<file path="config.mk">
export PLATFORM = sky130hd
export DESIGN_NAME = spdr_front
export DESIGN_NICKNAME = d
export VERILOG_FILES = /design/src/scan_point_distance_resampler_unit_macros.svh /design/src/spdr_pkg.sv /design/src/spdr_front.sv
export SDC_FILE = /design/constraint.sdc
export NUM_CORES = 1
export LEC_CHECK = 0
export CORE_ASPECT_RATIO = 1.1
export CORE_MARGIN = 2
export CORE_UTILIZATION = 55
export CTS_BUF_LIST = sky130_fd_sc_hd__clkbuf_16
export CTS_CLUSTER_SIZE = 28
export DETAILED_ROUTE_END_ITERATION = 7
export DONT_BUFFER_PORTS = 1
export GPL_TIMING_DRIVEN = 1
export PLACE_DENSITY = 0.67
export SYNTH_ARGS = -nofsm -noshare
export SYNTH_HDL_FRONTEND = slang
export SYNTH_SLANG_ARGS = --single-unit
</file>
<file path="constraint.sdc">
create_clock -name clk -period 4.65 [get_ports clk]
set_input_delay 0.465 -clock clk [delete_from_list [all_inputs] [get_ports clk]]
set_output_delay 0.465 -clock clk [all_outputs]
set_load 0.01 [all_outputs]
</file>
<file path="src/scan_point_distance_resampler_unit_macros.svh">
// Assertion macros for the scan point distance resampler.
// Depends on nothing; the using module must have signals clk and rst_n.
`ifndef SCAN_POINT_DISTANCE_RESAMPLER_UNIT_MACROS_SVH
`define SCAN_POINT_DISTANCE_RESAMPLER_UNIT_MACROS_SVH
`ifndef SYNTHESIS
`define SPDR_ASSERT(lbl, prop) \
  lbl: assert property (@(posedge clk) disable iff (!rst_n) prop) \
    else $error("spdr assertion failed");
`define SPDR_ASSERT_NEXT(lbl, ante, cons) \
  lbl: assert property (@(posedge clk) disable iff (!rst_n) (ante) |=> (cons)) \
    else $error("spdr assertion failed");
`else
`define SPDR_ASSERT(lbl, prop)
`define SPDR_ASSERT_NEXT(lbl, ante, cons)
`endif
`endif

</file>
<file path="src/spdr_pkg.sv">
// Shared types and constants of the scan point distance resampler.
// Depends on nothing.
package spdr_pkg;

  localparam int CW         = 32;
  localparam int TAG_W      = 8;
  localparam int REG_W      = 31;
  localparam int MAX_RUN    = 64;
  localparam int RUN_W      = $clog2(MAX_RUN + 1);
  localparam int SQRT_STEPS = 32;
  localparam int DIV_STEPS  = 32;
  localparam int QDEPTH     = 2;
  localparam int CFG_IDX_W  = 1;

  localparam logic [CFG_IDX_W-1:0] REG_MIN_SPACING = 1'b0;
  localparam logic [CFG_IDX_W-1:0] REG_MAX_GAP     = 1'b1;

  localparam logic [REG_W-1:0] MIN_SPACING_RESET = 31'd3277;
  localparam logic [REG_W-1:0] MAX_GAP_RESET     = 31'd16384;
  localparam logic [CW-1:0]    LEN_SAT           = 32'hFFFF_FFFF;

  typedef struct packed {
    logic                 start;
    logic signed [CW-1:0] x;
    logic signed [CW-1:0] y;
    logic [TAG_W-1:0]     tag;
  } item_t;

  typedef struct packed {
    logic  valid;
    item_t item;
  } queue_head_t;

  typedef struct packed {
    logic signed [CW-1:0] x;
    logic signed [CW-1:0] y;
    logic [TAG_W-1:0]     tag;
    logic                 interp;
    logic                 last;
    logic                 trunc;
  } result_t;

endpackage

</file>
<file path="src/spdr_front.sv">
// Input side of the resampler: accepts items and queues them for the engine.
// Depends on spdr_pkg.
module spdr_front (
  input  logic                clk,
  input  logic                rst_n,
  input  logic                in_valid,
  output logic                in_ready,
  input  spdr_pkg::item_t     in_item,
  output spdr_pkg::queue_head_t head,
  input  logic                pop
);

  spdr_pkg::item_t q_r [spdr_pkg::QDEPTH];
  logic       wr_ptr_r, wr_ptr_nxt;
  logic       rd_ptr_r, rd_ptr_nxt;
  logic [1:0] count_r, count_nxt;
  logic       push, do_pop;

  assign in_ready = (count_r != 2'(spdr_pkg::QDEPTH));
  assign push     = in_valid && in_ready;
  assign do_pop   = pop && (count_r != 2'd0);

  assign head.valid = (count_r != 2'd0);
  assign head.item  = q_r[rd_ptr_r];

  always_comb begin
    wr_ptr_nxt = push ? ~wr_ptr_r : wr_ptr_r;
    rd_ptr_nxt = do_pop ? ~rd_ptr_r : rd_ptr_r;
    count_nxt  = count_r + 2'(push) - 2'(do_pop);
  end

  always_ff @(posedge clk) begin
    if (!rst_n) begin
      wr_ptr_r <= 1'b0;
      rd_ptr_r <= 1'b0;
      count_r  <= 2'd0;
    end else begin
      wr_ptr_r <= wr_ptr_nxt;
      rd_ptr_r <= rd_ptr_nxt;
      count_r  <= count_nxt;
    end
  end

  always_ff @(posedge clk) begin
    if (push) begin
      q_r[wr_ptr_r] <= in_item;
    end
  end

endmodule

</file>
Word-level counts from Yosys, hierarchy flattened --
Memory sizes are Yosys's and may differ from the RTL's. A register that Yosys moved wholly into a read port is not among the register bits. Index checks and enable logic that the tools add are counted. W data, S select, Z words.
Cells by class: bitwise gates (word level) 2, $add $sub $neg 2, eq/ne operators 1, mux-type cells 4, reductions and logical operators 3
Operators by type and width (count):
- $mux W1 | 4
- $add A2 B1 Y2 | 1
- $logic_and A1 B1 Y1 | 2
- $ne A2 B2 Y1 const B | 1
- $not A1 Y1 | 2
- $reduce_bool A2 Y1 | 1
- $sub A2 B1 Y2 | 1
Storage, ports and cells: memories 1, output and inout port bits 75, input bits 77, register bits 4, memory bits (writable) 146, word-level logic and storage cells 16
Memory list:
- q_r | depth 2, bits a word 73, rd ports 1, clocked after memory_dff 1, write ports 1, line spdr_front.sv:13 | spdr_pkg::item_t q_r [spdr_pkg::QDEPTH];

Longest topological paths before layout --
Gate-level depths: netlist of the first run.
word-level depth 4, depth in mapped cells 8

Worst setup path after synthesis of the first run --
No wires, ideal clock.
path type flip-flop to flip-flop, start point register count_r[0], end point memory q_r[0][0] (netlist bit) (enable), path slack 441 ps, data arrival time 3704 ps, required time 4145 ps, stages on the path, launching flop included 4, path buffers 0, cells stage by stage dfxtp_1 nand2b_1 nand2_1 nor2_1
Between the ends: cells in the longest elaborated chain, start to end 4
Ends and longest elaborated chain:
- start: declaration | line spdr_front.sv:16 | logic [1:0] count_r, count_nxt;
- start signal: assignment | line spdr_front.sv:40 | count_r <= count_nxt;
- $ne A2 B2 Y1 | line spdr_front.sv:19 | assign in_ready = (count_r != 2'(spdr_pkg::QDEPTH));
- net in_ready | line spdr_front.sv:7 | output logic in_ready,
- $logic_and A1 B1 Y1 | line spdr_front.sv:20 | assign push = in_valid && in_ready;
- $mux W1 | line spdr_front.sv:45 | if (push) begin
- $mux W1 (not written as such) | line spdr_front.sv:46 | q_r[wr_ptr_r] <= in_item;
- end: declaration | line spdr_front.sv:13
The timed path passes the listed nets, and every way through them passes these cells.

==> reports/metrics.yaml, run 1 <==
die_w_um: 102.4
cts_buffers: 17
crit_chain: "buf_4 -> mux2_4"
syn_inst: 251
criticalPathCategory: "reg2out"
vias: 2247
worstPathArrival_ps: 2300
ys_seq_elements: 151
final_cells: 420
post_synth_instance_area_sq_um: 5854
endpoint_kind: "output pin"
maxCapViolCount: 0
p_per_area_nw_per_um2: 597.0
synth_compound_area_share_pct: 0.1282
grt_pass1_vias: 2269
setup_slack_ps: 1883
antenna_cells: 0
slew_viol_final: 0
rsz0062_at_grt: "false"
hold_class: "in2reg"
crit_path_top_delay_cell: "dfxtp_4"
cts_tree: "yes"
clockRootBuffer: "clkbuf_16"
cts_resized: 0
hold_depth: 0
grt_usage_pct: 15.00
drc: 0
place.gp.congestion: 0.7563
yosys.area_share.simple_pct: 1.047
finClkSkew_ps: 10.36
synthAdderAreaFrac_pct: 0.4274
rr_startpoint: "count_r[0]"
r2r_slack_ps: 2650
viasPerCell: 5.350
p_total_mw: 3.880
clock_latency_ps: 410
synth.net_count: 330
port_buffers: 0
slowest_delay_ps: 970
synth.distinct_cells: 18
power.leakage_nw: 2.274
relSlewSlack_pct: 31.87
vdd_drop_max_uv: 427.3
cp.buffers_inverters: 1
initial_core_util_pct: 56.33
detail_route.iter0.violations: 76
synth_top_family_by_area: "multiplexers"
setup_viol_count_final: 0
path_delay_family: "flip-flops"
grt_max_degree: 74
finish.instance_area_sq_um: 6500
outcome: "complete, no violations"
grt_antenna_before_repair: 0
postCtsSetupBuffers: 0
dp_hpwl_um: 5289
place_area_sq_um: 5913
reg2reg_to: "q_r[0][67]"
worstMarginPinSlew_ps: 1022
ant_nets: 0
fin_crit_sh_pct: 59.51
hold_start: "in_item[19]"
cts_max_level: 4
die_h_um: 112.2
critPathMaxFanout: 50
dieArea_sq_um: 11490
final_layout_size_suffix_gt1_share_pct: 38.99
synth_area_per_cell_sq_um: 23.32
core-area_sq_um: 10390
io_pins: 152
path_clk_slew_ps: 60
first_pass_iters: 6
drt-total-wl_um: 8552
max_freq_ghz: 0.3614
place_ws_ps: 2267
dpl.cell_count: 388
reg2reg_depth: 4
grt_pass1_wl_um: 12250
required_ps: 4180
muxShareOfSynthArea_pct: 18.70
cts.path.max_buffers: 2
crit_path_start_kind: "flip-flop"
yosys_warnings: 0
nets: 343
fin_setup_tns_ps: 0
hold_end: "q_r[0][19]"
holdBufCountCts: 0
syn_to_final_growth_pct: 11.03
cts.sinks: 151
grt_overflow: 0
final-hold-violation-count: 0
min_period_ps: 2767
ys_seq_area_share_pct: 76.60
post_drt_wl_per_cell_um: 20.36
synth_xor_area_share_pct: 0.4488
placement_rows: 39
through the flow:
step,utilization (%),hold WS [ps]
after CTS,62.54,136.6
after detailed placement,56.89,523.9
after floorplan,-,454.9
after global placement,56.89,507.6
final,62.54,151.3
after global routing,62.54,130.4
cell families after synthesis:
family | count (synthesis)
flops | 151
compound gates | 1
xor+xnor | 3
simple gates | 11
buf+inv | 9
mux | 74
fa+ha+maj | 2
synthesized netlist by cell type:
cell / instances / area (sq um)
inv_1: 1 / 3.750
and2_1: 2 / 12.51
xnor2_1: 3 / 26.28
nand2_1: 2 / 7.510
buf_6: 1 / 11.26
ha_1: 2 / 25.02
buf_12: 7 / 140.1
mux2_2: 3 / 33.78
and3_1: 1 / 6.260
mux2i_1: 1 / 10.01
nand2b_1: 2 / 12.51
or2_2: 1 / 6.260
o21a_1: 1 / 7.510
nor2_1: 1 / 3.750
mux2_4: 70 / 1051
edfxtp_1: 146 / 4384
dfxtp_1: 5 / 100.1
nor2b_1: 2 / 12.51
area by class of cell:
class	count	area, sq um
clock buffer	17	425.4
clock inverter	15	161.4
fill	721	3894
inverter	1	3.754
multi-input combinational	91	1227
sequential	151	4488
tap	143	178.9
timing repair buffer	2	15.01
worst max-delay path by stage:
stage               depth (start not counted)         to  slack (ps)
floorplan                                   3  q_r[0][0]         440
global placement                            2   head[27]        2300
detailed placement                          2   head[47]        2270
CTS                                         2   head[29]        1830
global route                                2   head[47]        1770
finish                                      2   head[47]        1880
per-layer routing:
metal	part of all wire, %	wire length, um	track usage [%]
met1	38	3261	16.78
met2	49	4212	23.46
met3	10	874	7.597
met4	2.4	204	7.733
met5	0	0	0
worst reg2reg max path: stages, from the launching register on:
cell      delay [ps]
dfxtp_1          350
nand2b_1         210
nand2_1          160
nor2_4           100
buf_4            750
report_power, final:
group          internal (mW)  switching, mW
combinational          0.363          0.344
clock                  0.834          0.497
sequential              1.72          0.125
total                   2.91          0.966
sequential cells by signal, summed over array words and instances, names as in the netlist, named ones only:
name,cells
q_r,146
count_r,2
rd_ptr_r,1
wr_ptr_r,1
placed cells by master (no fill, tap or decap), types with 3 or more instances in the layout:
| master | Yosys | routed |
|---|---|---|
| clkinv_2 | 0 | 4 |
| dfxtp_1 | 5 | 4 |
| edfxtp_1 | 146 | 146 |
| clkinv_1 | 0 | 3 |
| xnor2_1 | 3 | 3 |
| mux2_4 | 70 | 70 |
| bufinv_16 | 0 | 3 |
| mux2_2 | 3 | 3 |
| clkbuf_16 | 0 | 17 |
| clkinvlp_4 | 0 | 3 |
Note: power is estimated with default switching activity, not from simulation.
==> inputs of run 2 (changes only) <==
--- a/config.mk
+++ b/config.mk
@@ -5,6 +5,7 @@
 export SDC_FILE = /design/constraint.sdc
 export NUM_CORES = 1
 export LEC_CHECK = 0
+export ABC_AREA = 1
 export CORE_ASPECT_RATIO = 1.1
 export CORE_MARGIN = 2
 export CORE_UTILIZATION = 55
@@ -13,7 +14,7 @@
 export DETAILED_ROUTE_END_ITERATION = 7
 export DONT_BUFFER_PORTS = 1
 export GPL_TIMING_DRIVEN = 1
-export PLACE_DENSITY = 0.67
+export PLACE_DENSITY = 0.7
 export SYNTH_ARGS = -nofsm -noshare
 export SYNTH_HDL_FRONTEND = slang
 export SYNTH_SLANG_ARGS = --single-unit
==> constraint.sdc (replaced) <==
create_clock -name clk -period 2.3 [get_ports clk]
set_input_delay 0.23 -clock clk [delete_from_list [all_inputs] [get_ports clk]]
set_output_delay 0.23 -clock clk [all_outputs]
set_load 0.01 [all_outputs]
==> reports/metrics.yaml, run 2 <==
fin_setup_tns_ps: 0  # unchanged
yosys_most_used_dff: "edfxtp_1"
initial_core_util_pct: 56.39  # +0.060 points
reg2reg_to: "count_r[1]"
yosys-top-cells-count: "146 x edfxtp_1, 70 x mux2_4, 9 x nand2_1"
core-area_sq_um: 10390  # unchanged
synthTopCellsByArea: "edfxtp_1 75%, mux2_4 18%, buf_12 2.4%"
yosysMostFrequentCell: "edfxtp_1"
ys_seq_area_share_pct: 76.52  # -0.082 points
combPwrFrac_pct: 21.0  # +2.8 points
final-hold-violation-count: 0  # unchanged
nets: 434  # +27%
detail_route.iter0.violations: 160  # +110%
p_int_mw: 5.870  # +100%
dp_hpwl_um: 5666  # +7.1%
maxCapViolCount: 0  # unchanged
synth-edff-count: 146  # unchanged
finClkSkew_ps: 8.393  # -1.969 ps
reg2reg_depth: 10  # +6
power.leakage_nw: 2.638  # +16%
synth.net_count: 342  # +3.6%
p_clk_share_pct: 32.6  # -1.7 points
vdd_drop_max_uv: 1073  # +150%
switching_power_mw: 2.006  # +110%
cts_max_level: 4  # unchanged
crit_path_start_kind: "flip-flop"
grt_pass1_wl_um: 13860  # +13%
ys_seq_elements: 151  # unchanged
syn_to_final_growth_pct: 24.36
p_per_area_nw_per_um2: 1081  # +81%
place.gp.congestion: 0.7539  # -0.32%
grt_overflow: 0  # unchanged
synthArstFlopShare_pct: 0  # unchanged
hold_class: "in2reg"
first_pass_iters: 4  # -2
slew_viol_final: 0  # unchanged
dieArea_sq_um: 11500  # +0.10%
rr_startpoint: "count_r[0]"
post_synth_instance_area_sq_um: 5861  # +0.11%
yosys_warnings: 0  # unchanged
synth.distinct_cells: 12  # -6
grt_pass1_vias: 2689  # +19%
port_buffers: 0  # unchanged
endpoint_kind: "output pin"
clockRootBuffer: "clkbuf_16"
relSlewSlack_pct: 66.32  # +34 points
grt_usage_pct: 16.55  # +1.5 points
setup_slack_ps: 311.2  # -1572 ps
cts_tree: "yes"
syn_inst: 263  # +4.8%
cts.sinks: 151  # unchanged
viasPerCell: 5.016  # -6.2%
synth_top_cell_by_area: "edfxtp_1"
grt_util_met3_pct: 6.164  # -1.4 points
die_h_um: 112.3  # about the same
post_drt_wl_per_cell_um: 18.30  # -10%
placement_rows: 39  # unchanged
ant_nets: 0  # unchanged
drt-total-wl_um: 9350  # +9.3%
hold_depth: 3  # +3
hold-worst-slack_ps: 46.75  # -104.5 ps
min_period_ps: 1989
grtUsageMet2_pct: 28.76  # +5.3 points
die_w_um: 102.4  # about the same
io_pins: 152  # unchanged
synth_top_area_share_pct: 74.81  # -0.080 points
path_clk_slew_ps: 50  # about the same
clock_latency_ps: 400  # about the same
outcome: "complete, no violations"
switching_share_pct: 25.47  # +0.57 points
grt_antenna_before_repair: 0  # unchanged
power_frac_seq_pct: 46.5  # -0.9 points
critPathMaxFanout: 26  # -48%
place_ws_ps: 629.8  # -1637 ps
grt_use_met1_pct: 18.31  # +1.5 points
final_layout_size_suffix_gt1_share_pct: 29.89  # -9.1 points
drc: 0  # unchanged
rsz0062_at_grt: "false"
worstPathArrival_ps: 1760  # -540 ps
worstMarginPinSlew_ps: 505.2  # -516.8 ps
grt-busiest-layer: "met2"
grt_max_degree: 74  # unchanged
fin_util_pct: 70.12  # +7.6 points
layout_commonest_cell: "edfxtp_1"
vias: 2563  # +14%
setup_viol_count_final: 0  # unchanged
antenna_cells: 0  # unchanged
top_register: "q_r"
fin_crit_sh_pct: 86.47
p_total_mw: 7.876  # +100%
criticalPathCategory: "reg2out"
hold_start: "pop"
postCtsSetupBuffers: 0  # unchanged
synth_area_per_cell_sq_um: 22.28  # -4.5%
max_freq_ghz: 0.5028
cts_buffers: 17  # unchanged
largest_reg_flops: 146  # unchanged
top_regs: "q_r (146), count_r (2)"
final_cell_mix: "146 x edfxtp_1, 75 x dlygate4sd3_1, 70 x mux2_4, 17 x clkbuf_16, 9 x nand2_1"
required_ps: 2070  # -2110 ps
cts.path.max_buffers: 2  # unchanged
r2r_slack_ps: 640  # -2010 ps
[run 2: cell types whose count changed in the layout (fill, tap and decap cells not counted), moves of 3 or more]
cell | before | now
dlygate4sd3_1 | 0 | 75
inv_1 | 1 | 8
nand2_1 | 2 | 9
nor2_1 | 0 | 7
nand3_1 | 0 | 3
xnor2_1 | 3 | 0
[run 2: final cells by class]
| class | count | area, sq um |
|---|---|---|
| clock buffer | 17 | 425.4 |
| multi-input combinational | 97 | 1206 |
| timing repair buffer | 81 | 820.8 |
| fill | 652 | 3105 |
| tap | 143 | 178.9 |
| sequential | 151 | 4488 |
| clock inverter | 15 | 138.9 |
| inverter | 7 | 30.03 |
[run 2: power groups by stage]
stage | sequential (mW) | combinational (mW) | clock (mW)
3_3_place_gp | 3.71 | 1.53 | 0
4_1_cts | 3.67 | 1.69 | 2.64
6_report | 3.66 | 1.65 | 2.57
5_1_grt | 3.70 | 1.77 | 2.74
2_1_floorplan | 3.62 | 1.49 | 0
3_5_place_dp | 3.72 | 1.56 | 0
[run 2: per-stage QoR]
step | area [sq um] | instances
floorplan | 5872 | 263
global placement | 5973 | 404
detailed placement | 5973 | 404
CTS | 7288 | 511
global route | 7288 | 511
finish | 7288 | 511
[run 2: worst max path at each step]
stage / end / slack, ps / start
2_1_floorplan: q_r[0][0] / 140 / count_r[0]
3_3_place_gp: q_r[0][28] / 700 / count_r[0]
3_5_place_dp: count_r[1] / 630 / count_r[0]
4_1_cts: head[15] / 260 / flip-flop
5_1_grt: head[15] / 220 / flip-flop
6_report: head[15] / 310 / flip-flop
[run 2: kinds of logic after synthesis]
logic type	share of synthesized area (%)
AND/OR/NAND/NOR	1.345
multiplexers	18.51
buffers and inverters	3.032
adder cells (fa/ha/maj)	0.4269
AO/OA/AOI/OAI	0.1708
flip-flops	76.52
[run 2: timing repair]
item,in CTS,in global routing
resized for setup,0,0
endpoints found under the hold margin,151,0
hold buffers,75,0
[run 2: metal layers]
layer  up-vias  share of wire (%)
met5         -                  0
met4         0               0.68
met3         4                6.4
met2        94                 54
met1      1259                 39
li1       1206                  -
[run 2: worst max-delay path: stages, from the launching register on]
cell     delay (ps)
dfxtp_4         660
buf_4           340
mux2_4          350
==> inputs of run 3 (changes only) <==
--- a/config.mk
+++ b/config.mk
@@ -8,13 +8,13 @@
 export ABC_AREA = 1
 export CORE_ASPECT_RATIO = 1.1
 export CORE_MARGIN = 2
-export CORE_UTILIZATION = 55
+export CORE_UTILIZATION = 40
 export CTS_BUF_LIST = sky130_fd_sc_hd__clkbuf_16
 export CTS_CLUSTER_SIZE = 28
 export DETAILED_ROUTE_END_ITERATION = 7
 export DONT_BUFFER_PORTS = 1
 export GPL_TIMING_DRIVEN = 1
-export PLACE_DENSITY = 0.7
+export PLACE_DENSITY = 0.53
 export SYNTH_ARGS = -nofsm -noshare
 export SYNTH_HDL_FRONTEND = slang
 export SYNTH_SLANG_ARGS = --single-unit
==> constraint.sdc (replaced) <==
create_clock -name clk -period 2.3 [get_ports clk]
set_input_delay 0.115 -clock clk [delete_from_list [all_inputs] [get_ports clk]]
set_output_delay 0.115 -clock clk [all_outputs]
set_load 0.01 [all_outputs]
==> reports/metrics.yaml, run 3 (synthesis results as in run 2) <==
grt_pass1_wl_um: 14370  # +3.7%
worstMarginPinSlew_ps: 500.5  # -4.672 ps
grt_usage_pct: 12.64  # -3.9 points
p_per_area_nw_per_um2: 1085  # +0.36%
ant_nets: 0  # unchanged
grt_overflow: 0  # unchanged
outcome: "complete, no violations"
core-area_sq_um: 14390  # +38%
worstPathArrival_ps: 1660  # -100 ps
grt_antenna_before_repair: 0  # unchanged
cts_tree: "yes"
finClkSkew_ps: 7.037  # -1.356 ps
syn_to_final_growth_pct: 26.02
drt-total-wl_um: 9684  # +3.6%
final_cells: 560  # +9.6%
regArea_sq_um: 4488  # unchanged
hold_class: "in2reg"
slowest_delay_ps: 560  # -100 ps
path_clk_slew_ps: 60  # about the same
initial_core_util_pct: 40.73  # -16 points
slew_viol_final: 0  # unchanged
criticalPathCategory: "reg2out"
post_drt_wl_per_cell_um: 17.29  # -5.5%
vdd_drop_max_uv: 585.3  # -45%
worst-path-stages: 2  # unchanged
vias: 2629  # +2.6%
die_w_um: 119.4  # +17%
relSlewSlack_pct: 66.63  # +0.31 points
port_buffers: 0  # unchanged
cts_max_level: 4  # unchanged
place_area_sq_um: 6052  # +1.3%
nets: 434  # unchanged
grt_max_degree: 74  # unchanged
die_h_um: 131.0  # +17%
crit_path_start_kind: "flip-flop"
required_ps: 2180  # +110 ps
rsz0062_at_grt: "false"
finish.instance_area_sq_um: 7386  # +1.3%
drc: 0  # unchanged
top_regs: "q_r (146), count_r (2)"
placement_rows: 46  # +18%
cts_buffers: 17  # unchanged
layout_commonest_cell: "edfxtp_1"
cts.sinks: 151  # unchanged
cp.buffers_inverters: 1  # unchanged
crit_path_top_delay_cell: "dfxtp_4"
hold_depth: 4  # +1
path_delay_family: "flip-flops"
max_freq_ghz: 0.5618  # +12%
num-fill-cells: 1181  # +81%
antenna_cells: 0  # unchanged
power.leakage_nw: 2.660  # +0.83%
dieArea_sq_um: 15640  # +36%
final-hold-violation-count: 0  # unchanged
fin_crit_sh_pct: 77.39  # -9.1 points
critPathMaxFanout: 33  # +27%
detail_route.iter0.violations: 138  # -14%
clockRootBuffer: "clkbuf_16"
reg2reg_depth: 5  # -5
cts_resized: 0  # unchanged
viasPerCell: 4.695  # -6.4%
final_layout_size_suffix_gt1_share_pct: 29.08  # -0.82 points
first_pass_iters: 4  # unchanged
multi_input_area_sq_um: 1206  # unchanged
final_cell_mix: "146 x edfxtp_1, 76 x dlygate4sd3_1, 70 x mux2_4, 17 x clkbuf_16, 10 x inv_1"
crit_chain: "buf_12 -> mux2_4"
top_register: "q_r"
fin_setup_tns_ps: 0  # unchanged
maxCapViolCount: 0  # unchanged
dpl.cell_count: 452  # +12%
min_period_ps: 1780  # -208.9 ps
setup_viol_count_final: 0  # unchanged
cts.path.max_buffers: 2  # unchanged
dp_hpwl_um: 5861  # +3.4%
holdBufCountCts: 76  # +1.3%
endpoint_kind: "output pin"
io_pins: 152  # unchanged
postCtsSetupBuffers: 0  # unchanged
largest_reg_flops: 146  # unchanged
grt_pass1_vias: 2781  # +3.4%
clock_latency_ps: 410  # about the same
place.gp.congestion: 0.6949  # -7.8%
[run 3: cell types whose count changed in the layout (fill, tap and decap cells not counted), sizes merged]
cell | before | now
buf | 6 | 5
bufinv | 2 | 3
clkinv | 7 | 6
clkinvlp | 4 | 3
dlygate4sd3 | 75 | 76
inv | 9 | 10
[run 3: final timing paths]
path | slack (ps) | from | endpoint
setup / recovery | 520 | flip-flop | head[14]
hold / removal | 210 | in_valid | count_r[1]
setup reg to reg | 570 | count_r[0] | q_r[0][6]
hold reg to reg | 500 | rd_ptr_r | flip-flop
[run 3: cell type report]
| type | instances | area share (%) |
|---|---|---|
| multi-input cells | 97 | 16.33 |
| well taps | 192 | 3.253 |
| clock buffers | 17 | 5.760 |
| inverters | 7 | 0.4066 |
| repair buffers | 81 | 11.49 |
| clock inverters | 15 | 1.999 |
| flip-flops and latches | 151 | 60.77 |
[run 3: worst reg2reg max path: stages (launching register included)]
cell	delay [ps]
dfxtp_1	360
inv_1	80
nand2_1	180
nand2_1	150
nor2_4	140
buf_4	450
[run 3: per-stage QoR]
stage / utilization [%] / total power, mW / hold WS, ps / worst slack (ps)
after global routing: 51.33 / 8.359 / 220.5 / 441.6
final: 51.33 / 8.011 / 211.9 / 520.1
after floorplan: - / 5.116 / 208.5 / 143.3
after CTS: 51.33 / 8.145 / 186.1 / 457.3
after global placement: 42.06 / 5.301 / 210.4 / 630.6
after detailed placement: 42.06 / 5.333 / 213.9 / 551.6
[run 3: layer usage]
layer | routed length [um] | part of all wire (%) | track usage (%) | vias up
met4 | 166 | 1.7 | 6.228 | 0
met5 | 0 | 0 | 0 | -
met3 | 710 | 7.3 | 5.729 | 12
li1 | - | - | - | 1204
met2 | 5173 | 53 | 22.04 | 88
met1 | 3633 | 38 | 13.05 | 1325
[run 3: power breakdown]
| part | internal, mW | switching [mW] |
|---|---|---|
| Sequential | 3.48 | 0.146 |
| Combinational | 0.826 | 0.892 |
| Clock | 1.67 | 0.993 |
| Total | 5.98 | 2.03 |
